`config.mk`:
```
export PLATFORM = sky130hd
export DESIGN_NAME = c_comment_blanker_core
export DESIGN_NICKNAME = d
export VERILOG_FILES = /design/src/sv/cmb_pkg.sv /design/src/sv/cmb_in_stage.sv /design/src/sv/cmb_scan.sv /design/src/sv/cmb_out_q.sv /design/src/sv/c_comment_blanker_core.sv
export SDC_FILE = /design/constraint.sdc
export NUM_CORES = 1
export LEC_CHECK = 0
export BUFFER_PORTS_ARGS = -buffer_cell sky130_fd_sc_hd__buf_2
export CORE_ASPECT_RATIO = 2
export CORE_MARGIN = 1
export CORE_UTILIZATION = 37
export DETAILED_ROUTE_END_ITERATION = 10
export SLEW_MARGIN = 20
export SYNTH_ARGS = -nofsm -noshare
export SYNTH_HDL_FRONTEND = slang
export SYNTH_SLANG_ARGS = --single-unit
```
`constraint.sdc`:
```
create_clock -name i_clk -period 7.33 [get_ports i_clk]
set_input_delay 1.466 -clock i_clk [delete_from_list [all_inputs] [get_ports i_clk]]
set_output_delay 1.466 -clock i_clk [all_outputs]
set_load 0.02 [all_outputs]
```
`src/sv/cmb_pkg.sv`:
```
// ----------------------------------------------------------------------------
// cmb_pkg: shared types and constants of the C comment blanker
// Byte codes, the one-hot scanner mode and the result item formats.
// ----------------------------------------------------------------------------
package cmb_pkg;

    // Byte codes the scanner reacts to
    localparam logic [7:0] CH_SLASH     = 8'h2F;
    localparam logic [7:0] CH_STAR      = 8'h2A;
    localparam logic [7:0] CH_SQUOTE    = 8'h27;
    localparam logic [7:0] CH_DQUOTE    = 8'h22;
    localparam logic [7:0] CH_NEWLINE   = 8'h0A;
    localparam logic [7:0] CH_BACKSLASH = 8'h5C;
    localparam logic [7:0] CH_SPACE     = 8'h20;
    localparam logic [7:0] CH_TAB       = 8'h09;
    localparam logic [7:0] CH_VTAB      = 8'h0B;
    localparam logic [7:0] CH_FFEED     = 8'h0C;
    localparam logic [7:0] CH_CR        = 8'h0D;

    // Result count field values
    localparam logic [1:0] CNT_NONE = 2'd0;
    localparam logic [1:0] CNT_ONE  = 2'd1;
    localparam logic [1:0] CNT_TWO  = 2'd2;

    // Scanner mode, one-hot
    typedef enum logic [7:0] {
        MODE_CODE       = 8'b0000_0001,
        MODE_SLASH      = 8'b0000_0010,
        MODE_SQUOTE     = 8'b0000_0100,
        MODE_DQUOTE     = 8'b0000_1000,
        MODE_BLOCK      = 8'b0001_0000,
        MODE_BLOCK_STAR = 8'b0010_0000,
        MODE_LINE       = 8'b0100_0000,
        MODE_LINE_BS    = 8'b1000_0000
    } t_mode;

    // One output item
    typedef struct packed {
        logic [7:0] ch;
        logic       last;
    } t_item;

    // Results of one input item, item0 goes out first
    typedef struct packed {
        logic [1:0] cnt;
        t_item      item0;
        t_item      item1;
    } t_scan_res;

    // Output queue status towards the top level
    typedef struct packed {
        logic valid;
        logic room;
    } t_q_stat;

endpackage

```
`src/sv/cmb_in_stage.sv`:
```
// ----------------------------------------------------------------------------
// cmb_in_stage: input register of the C comment blanker
// Holds one accepted source byte until the scanner takes it.
// ----------------------------------------------------------------------------
module cmb_in_stage
    import cmb_pkg::*;
(
    input  logic       i_clk,
    input  logic       i_rst_n,
    input  logic       i_valid,
    input  logic [7:0] i_char,
    input  logic       i_last,
    output logic       o_ready,
    input  logic       i_take,
    output logic       o_valid,
    output logic [7:0] o_char,
    output logic       o_last
);

    logic       r_valid;
    logic [7:0] r_char;
    logic       r_last;

    // Accept when empty or when the held item leaves this cycle
    assign o_ready = !r_valid || i_take;

    // Control: track occupancy
    always_ff @(posedge i_clk) begin
        if (!i_rst_n) begin
            r_valid <= 1'b0;
        end else if (o_ready) begin
            r_valid <= i_valid;
        end
    end

    // Payload: load on accept
    always_ff @(posedge i_clk) begin
        if (o_ready && i_valid) begin
            r_char <= i_char;
            r_last <= i_last;
        end
    end

    assign o_valid = r_valid;
    assign o_char  = r_char;
    assign o_last  = r_last;

endmodule

```
`src/sv/cmb_scan.sv`:
```
// ----------------------------------------------------------------------------
// cmb_scan: scanner mode register and per-byte decode
// Works out zero, one or two output bytes and the next mode for one byte.
// ----------------------------------------------------------------------------
module cmb_scan
    import cmb_pkg::*;
(
    input  logic       i_clk,
    input  logic       i_rst_n,
    input  logic       i_fire,
    input  logic [7:0] i_char,
    input  logic       i_last,
    output t_scan_res  o_res,
    output t_mode      o_mode
);

    t_mode      r_mode;
    t_mode      n_mode;
    logic [1:0] cnt;
    logic [7:0] e0;
    logic [7:0] e1;

    // Code-mode handling of a byte that is not a slash
    function automatic t_mode code_next(input logic [7:0] c);
        t_mode m;
        m = MODE_CODE;
        if (c == CH_SQUOTE) begin
            m = MODE_SQUOTE;
        end else if (c == CH_DQUOTE) begin
            m = MODE_DQUOTE;
        end
        return m;
    endfunction

    // Decode the byte against the current mode
    always_comb begin
        n_mode = r_mode;
        cnt    = CNT_NONE;
        e0     = CH_SPACE;
        e1     = CH_SPACE;
        case (r_mode)
            MODE_SLASH: begin
                cnt = CNT_TWO;
                if (i_char == CH_STAR) begin
                    n_mode = MODE_BLOCK;
                end else if (i_char == CH_SLASH) begin
                    n_mode = MODE_LINE;
                end else begin
                    // release the held slash, then treat the byte as code
                    e0     = CH_SLASH;
                    e1     = i_char;
                    n_mode = code_next(i_char);
                end
            end
            MODE_SQUOTE: begin
                cnt = CNT_ONE;
                e0  = i_char;
                if (i_char == CH_SQUOTE) begin
                    n_mode = MODE_CODE;
                end
            end
            MODE_DQUOTE: begin
                cnt = CNT_ONE;
                e0  = i_char;
                if (i_char == CH_DQUOTE) begin
                    n_mode = MODE_CODE;
                end
            end
            MODE_BLOCK: begin
                cnt = CNT_ONE;
                if (i_char == CH_STAR) begin
                    n_mode = MODE_BLOCK_STAR;
                end
            end
            MODE_BLOCK_STAR: begin
                cnt = CNT_ONE;
                if (i_char == CH_SLASH) begin
                    n_mode = MODE_CODE;
                end else if (i_char == CH_STAR) begin
                    n_mode = MODE_BLOCK_STAR;
                end else begin
                    n_mode = MODE_BLOCK;
                end
            end
            MODE_LINE: begin
                cnt = CNT_ONE;
                if (i_char == CH_NEWLINE) begin
                    e0     = CH_NEWLINE;
                    n_mode = MODE_CODE;
                end else if (i_char == CH_BACKSLASH) begin
                    n_mode = MODE_LINE_BS;
                end
            end
            MODE_LINE_BS: begin
                cnt = CNT_ONE;
                if (i_char == CH_NEWLINE) begin
                    e0     = CH_NEWLINE;
                    n_mode = MODE_LINE;
                end else if (!(i_char inside {CH_SPACE, CH_TAB, CH_VTAB,
                                              CH_FFEED, CH_CR})) begin
                    n_mode = MODE_LINE;
                end
            end
            default: begin
                // code mode: hold a slash unless the text ends here
                if (i_char == CH_SLASH) begin
                    cnt    = i_last ? CNT_ONE : CNT_NONE;
                    e0     = CH_SLASH;
                    n_mode = MODE_SLASH;
                end else begin
                    cnt    = CNT_ONE;
                    e0     = i_char;
                    n_mode = code_next(i_char);
                end
            end
        endcase
    end

    // Mark the final result of a closing byte
    always_comb begin
        o_res.cnt        = cnt;
        o_res.item0.ch   = e0;
        o_res.item0.last = i_last && (cnt == CNT_ONE);
        o_res.item1.ch   = e1;
        o_res.item1.last = i_last && (cnt == CNT_TWO);
    end

    // Advance the mode; end of text returns to code mode
    always_ff @(posedge i_clk) begin
        if (!i_rst_n) begin
            r_mode <= MODE_CODE;
        end else if (i_fire) begin
            r_mode <= i_last ? MODE_CODE : n_mode;
        end
    end

    assign o_mode = r_mode;

endmodule

```
`src/sv/cmb_out_q.sv`:
```
// ----------------------------------------------------------------------------
// cmb_out_q: three-entry output queue
// Takes up to two items per cycle, hands out one; head is always entry 0.
// ----------------------------------------------------------------------------
module cmb_out_q
    import cmb_pkg::*;
(
    input  logic      i_clk,
    input  logic      i_rst_n,
    input  logic      i_push,
    input  t_scan_res i_res,
    input  logic      i_ready,
    output t_q_stat   o_stat,
    output t_item     o_item
);

    localparam int QDEPTH = 3;

    t_item      r_q [QDEPTH];
    t_item      n_q [QDEPTH];
    logic [1:0] r_cnt;
    logic [1:0] n_cnt;
    logic       pop;
    logic [1:0] base;
    logic [1:0] add;

    assign pop  = (r_cnt != 2'd0) && i_ready;
    assign base = r_cnt - {1'b0, pop};
    assign add  = i_push ? i_res.cnt : CNT_NONE;

    // Shift on pop, then append new items behind the survivors
    always_comb begin
        for (int i = 0; i < QDEPTH - 1; i++) begin
            n_q[i] = pop ? r_q[i + 1] : r_q[i];
        end
        n_q[QDEPTH - 1] = r_q[QDEPTH - 1];
        for (int i = 0; i < QDEPTH; i++) begin
            if (add != CNT_NONE && 2'(i) == base) begin
                n_q[i] = i_res.item0;
            end
            if (add == CNT_TWO && 2'(i) == base + 2'd1) begin
                n_q[i] = i_res.item1;
            end
        end
        n_cnt = base + add;
    end

    // Control: fill count
    always_ff @(posedge i_clk) begin
        if (!i_rst_n) begin
            r_cnt <= 2'd0;
        end else begin
            r_cnt <= n_cnt;
        end
    end

    // Payload: entries
    always_ff @(posedge i_clk) begin
        for (int i = 0; i < QDEPTH; i++) begin
            r_q[i] <= n_q[i];
        end
    end

    // Room for a worst-case pair after this cycle's pop
    assign o_stat.valid = (r_cnt != 2'd0);
    assign o_stat.room  = (base <= 2'd1);
    assign o_item       = r_q[0];

endmodule

```
`src/sv/c_comment_blanker_core.sv`:
```
// ----------------------------------------------------------------------------
// c_comment_blanker_core: streaming C comment blanker
// Passes C source bytewise, comments to spaces, line-comment newlines kept.
// ----------------------------------------------------------------------------
// The block accepts one source byte per cycle and keeps the text length: each
// byte yields one output byte, except that a slash in code is held until the
// next byte shows whether a comment opens, so that byte then yields two (two
// spaces, or the slash and the byte). The held slash yields nothing, so the
// pair still averages one byte per cycle and the input never waits while the
// receiver takes a byte every cycle; the extra byte sits in a three-entry
// output queue, which delays the bytes behind it until the output next runs
// dry. An accepted byte passes the input register, then the queue head, on
// its way out. The input stalls only when the receiver holds off and the
// queue cannot take a worst-case pair. tlast marks the last output byte of a
// text, and the scanner restarts in code mode after every byte with tlast
// set; a slash that ends a text is sent at once.
// ----------------------------------------------------------------------------
module c_comment_blanker_core
    import cmb_pkg::*;
#(
)(
    input  logic       i_clk,
    input  logic       i_rst_n,
    input  logic       i_s_axis_tvalid,
    output logic       o_s_axis_tready,
    input  logic [7:0] i_s_axis_tdata,  // [7:0] char_in
    input  logic       i_s_axis_tlast,
    output logic       o_m_axis_tvalid,
    input  logic       i_m_axis_tready,
    output logic [7:0] o_m_axis_tdata,  // [7:0] char_out
    output logic       o_m_axis_tlast
);

    logic       in_valid;
    logic [7:0] in_char;
    logic       in_last;
    logic       take;
    t_scan_res  res;
    t_mode      mode;
    t_q_stat    q_stat;
    t_item      q_item;

    // Hold the incoming byte
    cmb_in_stage u_in (
        .i_clk   (i_clk),
        .i_rst_n (i_rst_n),
        .i_valid (i_s_axis_tvalid),
        .i_char  (i_s_axis_tdata),
        .i_last  (i_s_axis_tlast),
        .o_ready (o_s_axis_tready),
        .i_take  (take),
        .o_valid (in_valid),
        .o_char  (in_char),
        .o_last  (in_last)
    );

    // Scan a held byte once the queue can take two items
    assign take = in_valid && q_stat.room;

    cmb_scan u_scan (
        .i_clk   (i_clk),
        .i_rst_n (i_rst_n),
        .i_fire  (take),
        .i_char  (in_char),
        .i_last  (in_last),
        .o_res   (res),
        .o_mode  (mode)
    );

    cmb_out_q u_q (
        .i_clk   (i_clk),
        .i_rst_n (i_rst_n),
        .i_push  (take),
        .i_res   (res),
        .i_ready (i_m_axis_tready),
        .o_stat  (q_stat),
        .o_item  (q_item)
    );

    assign o_m_axis_tvalid = q_stat.valid;
    assign o_m_axis_tdata  = q_item.ch;
    assign o_m_axis_tlast  = q_item.last;

    // A byte that ends a text always produces output
    a_last_emits: assert property (@(posedge i_clk) disable iff (!i_rst_n)
        (take && in_last) |-> (res.cnt != CNT_NONE))
        else $error("closing byte produced no output");

    // The scanner is back in code mode after the end of a text
    a_last_resets: assert property (@(posedge i_clk) disable iff (!i_rst_n)
        (take && in_last) |=> (mode == MODE_CODE))
        else $error("scanner mode not cleared after end of text");

    // No more than two items per byte
    a_cnt_range: assert property (@(posedge i_clk) disable iff (!i_rst_n)
        take |-> (res.cnt != 2'd3))
        else $error("invalid result count");

    // A byte held back by the queue stays held
    a_in_hold: assert property (@(posedge i_clk) disable iff (!i_rst_n)
        (in_valid && !take) |=> (in_valid && $stable(in_char) && $stable(in_last)))
        else $error("held input byte lost");

endmodule

```
# ---- Word level (Yosys, flattened, before mapping)
# Memories as Yosys holds them, arrays and structs flattened.
# Cells that the tools add are included.
dict set report word_totals {
  regBits 20
  ramBits 27
  inputBits 13
  mem_count 1
}
dict set report op_classes {
  addsub 3
  n_lt_le_gt_ge 1
  eq_ne 30
  n_mux 36
  reduce_logical 23
}
# memory depth word_bits rd rd_ports_with_merged_regs write_ports line_no
set memory_table {}
lappend memory_table {u_q.r_q 3 9 3 0 3 cmb_out_q.sv:19} ;# t_item r_q [QDEPTH];
# operator count
set ops {}
lappend ops {{$mux 8} 17}
lappend ops {{$mux 9} 8}
lappend ops {{$pmux 8 s7} 1}
lappend ops {{$eq 8x4->1 const B} 6}
lappend ops {{$eq 8x6->1 const B} 6}
lappend ops {{$pmux 8 s4} 1}
lappend ops {{$eq 8x7->1 const B} 2}
lappend ops {{$mux 4} 3}
lappend ops {{$mux 6} 2}
lappend ops {{$logic_and 1x1->1} 11}
lappend ops {{$ne 3x2->1 const B} 3}
lappend ops {{$eq 8x2->1 const B} 1}
lappend ops {{$eq 8x3->1 const B} 1}
lappend ops {{$eq 8x5->1 const B} 1}
lappend ops {{$eq 8x8->1 const B} 1}
lappend ops {{$reduce_and 6->1} 1}
lappend ops {{$reduce_or 2->1} 3}
lappend ops {{$reduce_or 6->1} 1}
lappend ops {{$reduce_bool 5->1} 1}
lappend ops {{$eq 1x2->1 const A} 2}
lappend ops {{$eq 2x2->1 const A} 2}
lappend ops {{$eq 2x2->1 const B} 2}
lappend ops {{$logic_not 2->1} 2}
lappend ops {{$mux 2} 2}
lappend ops {{other kinds (12)} 13}

# ---- Logic depth before layout (Yosys ltp)
# Gate-level depths: netlist of the first run.
dict set report logic_depth {
  ltp_word 10
  ltp_mapped 11
}

# ---- By module
# Synthesis of the first run repeated with hierarchy kept, for this count alone.
dict set report unflattened {
  hier_cells 280
  area_unflattened_um2 2957.8
}
# mod instances cells_per_inst area_each_um2
set modules_own_cells {}
lappend modules_own_cells {cmb_out_q 1 136 1624.1}
lappend modules_own_cells {cmb_scan 1 129 999.7}
lappend modules_own_cells {cmb_in_stage 1 14 327.8}
lappend modules_own_cells {c_comment_blanker_core 1 1 6.3}

# ---- Least setup slack after synthesis of the first run
# Ideal clock, no wire load.
dict set report synth_path {
  path_type {input-to-output}
  from {in i_m_axis_tready}
  to {out o_s_axis_tready}
  arrival_ns 2.242
  required_time_ns 5.864
  setup_slack_ns 3.622
  path_stages 5
  path_cell_list {nand2_1 inv_1 ha_1 xnor2_1 nand2b_1}
}
dict set report synth_between {
  elab_chain_len 5
}
# element line_no
set synth_lines {}
lappend synth_lines {{from (decl)} c_comment_blanker_core.sv:29} ;# input logic i_m_axis_tready,
lappend synth_lines {{$logic_and 1x1->1} cmb_out_q.sv:27} ;# assign pop = (r_cnt != 2'd0) && i_ready;
lappend synth_lines {{$sub 2x1->2} cmb_out_q.sv:28} ;# assign base = r_cnt - {1'b0, pop};
lappend synth_lines {{$le 2x1->1} cmb_out_q.sv:66} ;# assign o_stat.room = (base <= 2'd1);
lappend synth_lines {{$logic_and 1x1->1} c_comment_blanker_core.sv:58} ;# assign take = in_valid && q_stat.room;
lappend synth_lines {{$logic_or 1x1->1} cmb_in_stage.sv:25} ;# assign o_ready = !r_valid || i_take;
lappend synth_lines {{to (decl)} c_comment_blanker_core.sv:25} ;# output logic o_s_axis_tready,
# Every way passes these cells.

# ---- Worst setup path after layout of the first run
# Same ends and word-level chain as after synthesis.

==> results.json, run 1 <==
{
  "ctsHoldBuffers": 0,
  "core_area_mm2": 0.00694,
  "start_util_pct": 38.3,
  "fillerInstances": 683,
  "yosys-top-cells-count": "36 x edfxtp_1, 23 x nand2_1, 16 x o21ai_0",
  "grt_util_all_layers_pct": 18.2,
  "p_leak_nw": 1.09,
  "start_kind": "input pin",
  "die-area_mm2": 0.00755,
  "final_nets": 276,
  "status": "finished, final reports clean",
  "yosysTopAreaCell": "edfxtp_1",
  "yosysUniqueCellTypes": 57,
  "cts_tree": "done",
  "grt_overflow": 0,
  "fin_ws_ns": 3.38,
  "critical_path_class": "input pin to primary output",
  "synth_edf_count": 36,
  "vias": 1947,
  "clockRootBuffer": "clkbuf_16",
  "drc_errors": 0,
  "grt_pass1_vias": 1898,
  "slowest_delay_ns": 0.25,
  "antenna_found_initial": 0,
  "finalCriticalPeriod_ns": 3.95,
  "die_x_um": 61.9,
  "hp-class": "flip-flop to flip-flop",
  "antenna_cells": 0,
  "drt_iter0_drc": 91,
  "cpMostUsedCell": "buf_2",
  "crit_arrival_ns": 2.48,
  "gp_congestion": 0.926,
  "crit_fanout": 4,
  "crit_slowest_cell": "xnor2_1",
  "fin_cells": 353,
  "drt_wl_total_um": 6060,
  "drive_gt1_share_pct": 16.0,
  "ys_ff_latch": 47,
  "rrSetupSlack_ns": 4.35,
  "hpwl_um": 4650,
  "port_buffers": 23,
  "critical_path_required_ns": 5.86,
  "clk_latency_ns": 0.29,
  "finalCritPeriodShare_pct": 53.8,
  "synth_cells": 252,
  "htree_levels": 2,
  "synth.most_common_cell": "edfxtp_1",
  "area_growth_pct": 8.99,
  "cts_max_path_buffers": 2,
  "synth-seq-area-share_pct": 49.0,
  "dp_slack_ns": 3.39,
  "dpl.cell_count": 345,
  "synthTopCellsByArea": "edfxtp_1 41%, dfxtp_1 8.3%, nand2_1 3.2%",
  "finalPower_uw": 848,
  "avgSynthCellArea_um2": 10.5,
  "cts_resized": 0,
  "io_pins": 24,
  "path_clk_slew_ns": 0.06,
  "wl_per_cell_um": 17.2,
  "cpLargestDelayFamily": "buffers and inverters",
  "synth_area_mm2": 0.00266,
  "cts_sinks": 47,
  "via_per_inst": 5.52,
  "yosysWarnings": 0,
  "rows": 43,
  "setup_violations": 0,
  "yosysTopAreaCellShare_pct": 40.7,
  "async_flop_share_pct": 0,
  "skew_ns": 0.00344,
  "p_per_area_mw_per_mm2": 293,
  "grt_pass1_wl_um": 9670,
  "path_buf_inv": 3,
  "placed_cell_area_mm2": 0.00276,
  "grt_max_degree": 19,
  "rsz0062_at_grt": "false",
  "cts_setup_buffers": 0,
  "drv_slew": 0,
  "worst_setup_path_end_kind": "primary output",
  "drv.max_cap_violation_count": 0,
  "hold_violations": 0,
  "tns_ns": 0,
  "die_y_um": 122,
  "tightest_slew_ns": 1.04,
  "final_antenna_net_count": 0,
  "peakVddDrop_mv": 0.142,
  "crit_chain": "buf_2 > nand2_1 > inv_1 > ha_1 > xnor2_1 > nand2b_1 > buf_2",
  "fin_area_mm2": 0.00290,
  "dr.pass1.iters": 4,
  "slew_headroom_pct": 30.5,
  "syn_nets": 266,
  "fmax_mhz": 253,
  "synthFlopType": "edfxtp_1",
  "cts_buffers": 5
}
-- where the power goes --
part           internal (mW)  switching (mW)
Sequential             0.366          0.0255
Combinational         0.0796           0.153
Clock                  0.126          0.0983
Total                  0.572           0.277
-- cells by family (layout without fill, tap and decap cells) --
kind of cell               after synthesis  in the layout  synth area share [%]
and+or+nand+nor                        104            104                  24.5
buffers and inverters                   27             38                  5.89
adders and majority gates                1              1                 0.471
AOI/OAI and AO/OA                       62             62                  16.2
DFF                                     47             47                  49.0
muxes                                    5              5                  1.93
xor gates and xnor gates                 6              6                  1.98
-- final timing paths --
kind | startpoint | to | cells past startpoint
worst max-delay path | i_m_axis_tready | o_s_axis_tready | 7
worst min-delay path | u_q.r_q[0][12] | u_q.r_q[0][3] | 2
worst max register to register | u_in.o_char[2] | u_q.r_q[0][13] | 6
worst min register to register | u_q.r_q[0][12] | u_q.r_q[0][3] | 2
-- state kept, by name, indices dropped and copies added, names as in the netlist --
name and count:
u_scan.o_mode 8, u_in.o_last 1, u_in.o_valid 1, u_q.r_cnt 2, u_in.o_char 8, u_q.r_q 27
-- per-layer routing --
metal,wire [µm],share of wire (%),global-route usage (%),up-vias
li1,-,-,-,967
met1,2100,35,17.2,898
met2,3470,57,33.2,58
met3,198,3.3,3.08,24
met4,289,4.8,12.1,0
met5,0,0,0,-
-- layout make-up --
class / count / area, µm² / share of cell area (%)
timing repair buffer: 23 / 115 / 3.97
tap: 90 / 113 / 3.89
clock buffer: 6 / 129 / 4.45
multi-input combinational: 178 / 1200 / 41.4
clock inverter: 2 / 12.5 / 0.432
sequential: 47 / 1300 / 44.9
inverter: 7 / 26.3 / 0.907
-- cell usage in the layout (no fill, tap or decap), types with 2 or more instances in the layout --
| master | Yosys | routed |
|---|---|---|
| clkbuf_16 | 0 | 5 |
| and3b_1 | 2 | 2 |
| a211oi_1 | 3 | 3 |
| nand4b_1 | 5 | 5 |
| nor3_2 | 2 | 2 |
| xor2_1 | 2 | 2 |
| nand4_1 | 2 | 2 |
| nand2_1 | 23 | 23 |
| a32o_1 | 2 | 2 |
| and4b_1 | 3 | 3 |
| inv_1 | 7 | 7 |
| nor3_1 | 5 | 5 |
| nand3b_1 | 2 | 2 |
| nor4_4 | 3 | 3 |
| a21oi_1 | 6 | 6 |
| mux2i_1 | 4 | 4 |
| a21boi_0 | 3 | 3 |
| a31oi_1 | 3 | 3 |
| or3_1 | 3 | 3 |
| and2_1 | 10 | 10 |
| o22ai_1 | 2 | 2 |
| o21ai_0 | 16 | 16 |
| xnor2_1 | 4 | 4 |
| o21a_1 | 4 | 4 |
| a221oi_1 | 2 | 2 |
| nor2_1 | 12 | 12 |
| nor2b_1 | 4 | 4 |
| dfxtp_1 | 11 | 11 |
| nand3_1 | 12 | 12 |
| a21o_1 | 5 | 5 |
| buf_2 | 5 | 23 |
| or2_2 | 3 | 3 |
| a22o_1 | 3 | 3 |
| a211o_1 | 2 | 2 |
| and3_1 | 6 | 6 |
| edfxtp_1 | 36 | 36 |
| o211ai_1 | 2 | 2 |
-- through the flow --
| step | util, % | hold WS, ns |
|---|---|---|
| finish | 41.7 | 0.521 |
| global route | 41.7 | 0.555 |
| CTS | 41.7 | 0.525 |
| detailed placement | 39.7 | 0.510 |
| global placement | 39.7 | 0.502 |
| floorplan | - | 0.477 |
-- worst min-delay path: stages (launching register included) --
cell and delay (ns):
edfxtp_1 0.32, nand2_1 0.04, o21ai_0 0.05
Note: power is estimated with default switching activity, not from simulation.
==> run 2, diff against run 1 <==
clock period = 3.3 ns   (was 7.33 ns; I/O delays follow)
==> run 2 against run 1 <==
Compared with the run above:
- cell area increased by 2.7%
- flip-flop and latch count stayed put
- die area is the same
- register-to-register slack worse by 3.9 ns
- cell count up 1.1%
- highest routed layer unchanged
- global-route usage up 0.47 points
- largest power group unchanged
- total power increased by 140%
- core utilization rose by 1.1 points
- clock skew increased by 0.0028 ns
==> results.json, run 2 (synthesis results as in run 1) <==
{
  "status": "finished, final reports clean",
  "gp_congestion": 0.962,
  "peakVddDrop_mv": 0.310,
  "crit_fanout": 16,
  "r2r_cells": 6,
  "cts_setup_buffers": 0,
  "finalCriticalPeriod_ns": 2.89,
  "hp-class": "flip-flop to flip-flop",
  "grt_pass1_vias": 1945,
  "finalCritPeriodShare_pct": 87.6,
  "drive_gt1_share_pct": 17.2,
  "switchingPower_uw": 609,
  "hold_violations": 0,
  "final_antenna_net_count": 0,
  "grt_pass1_wl_um": 10000,
  "skew_ns": 0.00619,
  "grt_max_degree": 19,
  "multi_input_area_mm2": 0.00120,
  "antenna_cells": 0,
  "regMostFlops": "u_q.r_q",
  "tns_ns": 0,
  "die_y_um": 122,
  "htree_levels": 2,
  "cts_resized": 0,
  "drv.max_cap_violation_count": 0,
  "area_growth_pct": 11.9,
  "start_kind": "flip-flop",
  "start_util_pct": 38.3,
  "tightest_slew_ns": 0.622,
  "fmax_mhz": 346,
  "die-area_mm2": 0.00755,
  "slew_headroom_pct": 58.4,
  "netSwitchingFraction_pct": 29.9,
  "endpoint": "u_q.r_q[0][11]",
  "pwr-share-seq_pct": 42.8,
  "fin_cells": 357,
  "ctsHoldBuffers": 0,
  "drt_iter0_drc": 89,
  "drv_slew": 0,
  "drc_errors": 0,
  "critPathLaunch": "u_scan.o_mode[6]",
  "rows": 43,
  "antenna_found_initial": 0,
  "crit_arrival_ns": 2.84,
  "final_common_cell": "edfxtp_1",
  "dr.pass1.iters": 5,
  "die_x_um": 61.9,
  "critical_path_class": "flip-flop to flip-flop",
  "p_per_area_mw_per_mm2": 684,
  "path_clk_slew_ns": 0.06,
  "dpl.cell_count": 349,
  "p_leak_nw": 1.14,
  "io_pins": 24,
  "port_buffers": 23,
  "clockRootBuffer": "clkbuf_16",
  "cts_buffers": 5,
  "power.share.clock_pct": 31.9,
  "cts_max_path_buffers": 2,
  "final_nets": 280,
  "fillerInstances": 651,
  "drt_wl_total_um": 6150,
  "layout_common_cells": "36 x edfxtp_1, 23 x nand2_1, 23 x buf_2, 16 x o21ai_0",
  "rsz0062_at_grt": "false",
  "r2r_start": "u_scan.o_mode[6]",
  "setup_violations": 0,
  "cts_tree": "done",
  "grt_util_all_layers_pct": 18.6,
  "vias": 2008,
  "r2r_end": "u_q.r_q[0][11]",
  "worst_setup_path_end_kind": "flip-flop",
  "internal-power_mw": 1.43,
  "hpwl_um": 4710,
  "via_per_inst": 5.62,
  "core_area_mm2": 0.00694,
  "largest_register_ffs": 27,
  "rrSetupSlack_ns": 0.41,
  "clk_latency_ns": 0.29,
  "critical_path_required_ns": 3.25,
  "wl_per_cell_um": 17.2,
  "combPwrFrac_pct": 25.3,
  "grt_overflow": 0,
  "ff_latch_area_mm2": 0.00130,
  "cts_sinks": 47
}
==> run 2: cell count changes in the layout (fill, tap and decap cells not counted) <==
| cell | previous run | this run |
|---|---|---|
| bufinv_16 | 0 | 2 |
| buf_4 | 0 | 4 |
| clkinvlp_4 | 1 | 0 |
| clkinv_2 | 1 | 0 |
==> run 2: worst min path at each step <==
stage,cells after the start,from,slack (ns),endpoint
5_1_grt,1,i_s_axis_tlast,0.53,u_in.o_last
2_1_floorplan,2,u_scan.o_mode[4],0.48,u_scan.o_mode[4]
3_5_place_dp,2,u_q.r_q[0][13],0.51,u_q.r_q[0][4]
4_1_cts,2,u_scan.o_mode[4],0.52,u_scan.o_mode[4]
3_3_place_gp,2,u_scan.o_mode[4],0.50,u_scan.o_mode[4]
6_report,2,u_scan.o_mode[4],0.52,u_scan.o_mode[4]
==> run 2: per-layer routing <==
layer / track usage, % / part of all wire, % / vias up
li1: - / - / 970
met1: 18.7 / 35 / 963
met2: 34.4 / 58 / 60
met3: 2.44 / 3.6 / 15
met4: 10.4 / 3.5 / 0
met5: 0 / 0 / -
==> run 2: final cells by class <==
| type | instances | share of cell area [%] |
|---|---|---|
| tap | 90 | 3.79 |
| sequential | 47 | 43.8 |
| inverter | 7 | 0.883 |
| multi-input combinational | 178 | 40.3 |
| clock inverter | 2 | 2.02 |
| timing repair buffer | 27 | 4.88 |
| clock buffer | 6 | 4.33 |
==> run 2: stage by stage <==
stage | utilization, % | hold WS [ns] | total power, mW | cell area, µm² | setup WS (ns)
final | 42.9 | 0.520 | 2.03 | 2970 | 0.410
after global placement | 40.1 | 0.505 | 1.40 | 2790 | 0.422
after detailed placement | 40.1 | 0.511 | 1.40 | 2790 | 0.343
after CTS | 42.9 | 0.524 | 2.05 | 2970 | 0.424
after global routing | 42.9 | 0.532 | 2.15 | 2970 | 0.209
after floorplan | - | 0.477 | 1.33 | 2660 | 0.804
==> run 2: worst max-delay path: stages, from the launching register on <==
cell and delay, ns:
dfxtp_1 0.50, nor4_4 0.11, and4b_1 0.32, nor3_4 0.59, nand2_1 0.21, a21oi_1 0.45
nand2_1 0.37
==> run 2: power by group through the flow <==
| stage | Clock, mW | Combinational, mW | Sequential (mW) |
|---|---|---|---|
| 4_1_cts | 0.660 | 0.521 | 0.872 |
| 5_1_grt | 0.678 | 0.582 | 0.892 |
| 2_1_floorplan | 0 | 0.460 | 0.866 |
| 6_report | 0.650 | 0.514 | 0.871 |
| 3_3_place_gp | 0 | 0.517 | 0.881 |
| 3_5_place_dp | 0 | 0.519 | 0.885 |
==> run 3, diff against run 2 <==
SYNTH_HIERARCHICAL = 1   (was not set)
==> run 3 against run 2 <==
Compared with the run above:
- die area is 11% higher
- combinational power increased by 8.9%
- synthesized cell count up 11%
- clock skew hardly changed
- first-iteration DRC count increased by 52%
- register-to-register slack lost 0.09 ns
- maximum frequency fell by 4.3%
- hold slack worse by 0.012 ns
- worst setup slack got worse by 0.13 ns
- via count is 6.8% higher
- global-route usage shrank 3.0 points
- critical path type is now flip-flop to primary output
- critical endpoint is now o_s_axis_tready
==> results.json, run 3 <==
{
  "status": "finished, final reports clean",
  "ctsHoldBuffers": 0,
  "final_common_cell": "edfxtp_1",
  "rrSetupSlack_ns": 0.32,
  "syn_nets": 294,
  "drt_iter0_drc": 135,
  "synthTopCellsByArea": "edfxtp_1 37%, mux2i_1 9.1%, dfxtp_1 7.4%",
  "ys_ff_latch": 47,
  "grt_util_all_layers_pct": 15.7,
  "largest_register_ffs": 27,
  "whs_ns": 0.508,
  "antenna_found_initial": 0,
  "drv_slew": 0,
  "drv.max_cap_violation_count": 0,
  "finalCritPeriodShare_pct": 91.5,
  "final_antenna_net_count": 0,
  "peakVddDrop_mv": 0.227,
  "tns_ns": 0,
  "htree_levels": 2,
  "die-area_mm2": 0.00838,
  "path_clk_slew_ns": 0.06,
  "area_growth_pct": 10.9,
  "cts_max_path_buffers": 2,
  "grt_pass1_wl_um": 9970,
  "cts_sinks": 47,
  "drive_gt1_share_pct": 22.1,
  "pwr-share-seq_pct": 42.0,
  "combPwrFrac_pct": 28.6,
  "synth-seq-area-share_pct": 44.0,
  "grt_max_degree": 19,
  "hp-class": "flip-flop to flip-flop",
  "regMostFlops": "u_q/r_q",
  "worst_setup_path_end_kind": "primary output",
  "yosysTopAreaCell": "edfxtp_1",
  "die_x_um": 65.2,
  "start_util_pct": 38.6,
  "top_layer_used": "met4",
  "rsz0062_at_grt": "false",
  "yosysUniqueCellTypes": 58,
  "avgSynthCellArea_um2": 10.6,
  "layout_common_cells": "36 x edfxtp_1, 33 x nor2_1, 27 x mux2i_1, 23 x buf_2, 21 x a21oi_1",
  "internal-power_mw": 1.38,
  "p_leak_nw": 1.22,
  "wl_per_cell_um": 15.5,
  "gp_congestion": 0.858,
  "skew_ns": 0.00624,
  "wl_met1_um": 2150,
  "clockRootBuffer": "clkbuf_16",
  "cts_tree": "done",
  "netSwitchingFraction_pct": 29.8,
  "cts_buffers": 5,
  "die_y_um": 128,
  "vias": 2145,
  "cts_resized": 0,
  "start_kind": "flip-flop",
  "fmax_mhz": 331,
  "via_per_inst": 5.47,
  "clk_latency_ns": 0.29,
  "core_area_mm2": 0.00766,
  "synth_cells": 280,
  "switchingPower_uw": 584,
  "grt_pass1_vias": 2028,
  "cts_setup_buffers": 0,
  "yosysTopAreaCellShare_pct": 36.5,
  "port_buffers": 23,
  "finalCriticalPeriod_ns": 3.02,
  "critical_path_class": "flip-flop to primary output",
  "power.share.clock_pct": 29.5,
  "crit_fanout": 9,
  "synth_edf_count": 36,
  "io_pins": 24,
  "yosys-top-cells-count": "36 x edfxtp_1, 33 x nor2_1, 27 x mux2i_1",
  "hold_violations": 0,
  "drc_errors": 0,
  "yosysWarnings": 6,
  "p_per_area_mw_per_mm2": 598,
  "grt_overflow": 0,
  "setup_violations": 0,
  "synth_area_mm2": 0.00296,
  "wl_met2_um": 3490,
  "antenna_cells": 0,
  "tightest_slew_ns": 0.642,
  "dr.pass1.iters": 4,
  "fillerInstances": 782,
  "wl_met3_um": 182,
  "critical_path_required_ns": 2.64,
  "hpwl_um": 4820,
  "rows": 45,
  "async_flop_share_pct": 0,
  "slew_headroom_pct": 57.2,
  "synth.most_common_cell": "edfxtp_1",
  "final_nets": 311,
  "crit_arrival_ns": 2.36,
  "drt_wl_total_um": 6090,
  "synthFlopType": "edfxtp_1"
}
-- run 3: power by group through the flow --
stage	clock (mW)	sequential [mW]	combinational, mW
after global routing	0.619	0.833	0.615
after global placement	0	0.834	0.555
after floorplan	0	0.825	0.505
after CTS	0.593	0.825	0.569
after detailed placement	0	0.838	0.568
final	0.578	0.823	0.560
-- run 3: worst paths after layout --
kind,startpoint,endpoint,depth (start not counted)
min reg2reg,u_in/o_valid,u_in/o_valid,2
max,u_q/r_cnt[1],o_s_axis_tready,8
max reg2reg,u_q/r_cnt[1],u_q/r_q[0][10],11
min,u_in/o_valid,u_in/o_valid,2
-- run 3: critical path, cell delays in order (launching register included) --
cell and delay [ns]:
dfxtp_1 0.36, or2_2 0.32, nand2_1 0.12, inv_1 0.05
ha_1 0.23, xnor2_4 0.27, and2_1 0.36, nand2b_4 0.21
buf_2 0.16
-- run 3: kinds of logic after synthesis --
logic type | synth area share [%]
AO/OA/AOI/OAI | 11.1
XOR/XNOR | 2.12
adder cells (fa/ha/maj) | 0.423
buffers and inverters | 6.35
flip-flops | 44.0
multiplexers | 12.6
AND/OR/NAND/NOR | 23.4
-- run 3: routing by layer --
layer,global-route usage [%],up-vias
li1,-,1067
met1,14.8,996
met2,30.4,64
met3,2.30,18
met4,9.08,0
met5,0,-
-- run 3: through the flow --
stage	instance area, µm²	std cells	setup slack (ns)	power [mW]	utilization, %
final	3280	392	0.279	1.96	42.8
after global routing	3280	392	0.0688	2.07	42.8
after CTS	3280	392	0.238	1.99	42.8
after detailed placement	3110	384	0.227	1.41	40.6
after global placement	3110	384	0.315	1.39	40.6
after floorplan	2960	280	0.452	1.33	-
-- run 3: final cells by class --
cell class | count | area, µm² | area share (%)
multi-input cells | 200 | 1470 | 44.8
flip-flops and latches | 47 | 1300 | 39.7
repair buffers | 32 | 183 | 5.57
clock buffers | 5 | 125 | 3.82
well taps | 94 | 118 | 3.59
clock inverters | 3 | 42.5 | 1.30
inverters | 11 | 41.3 | 1.26
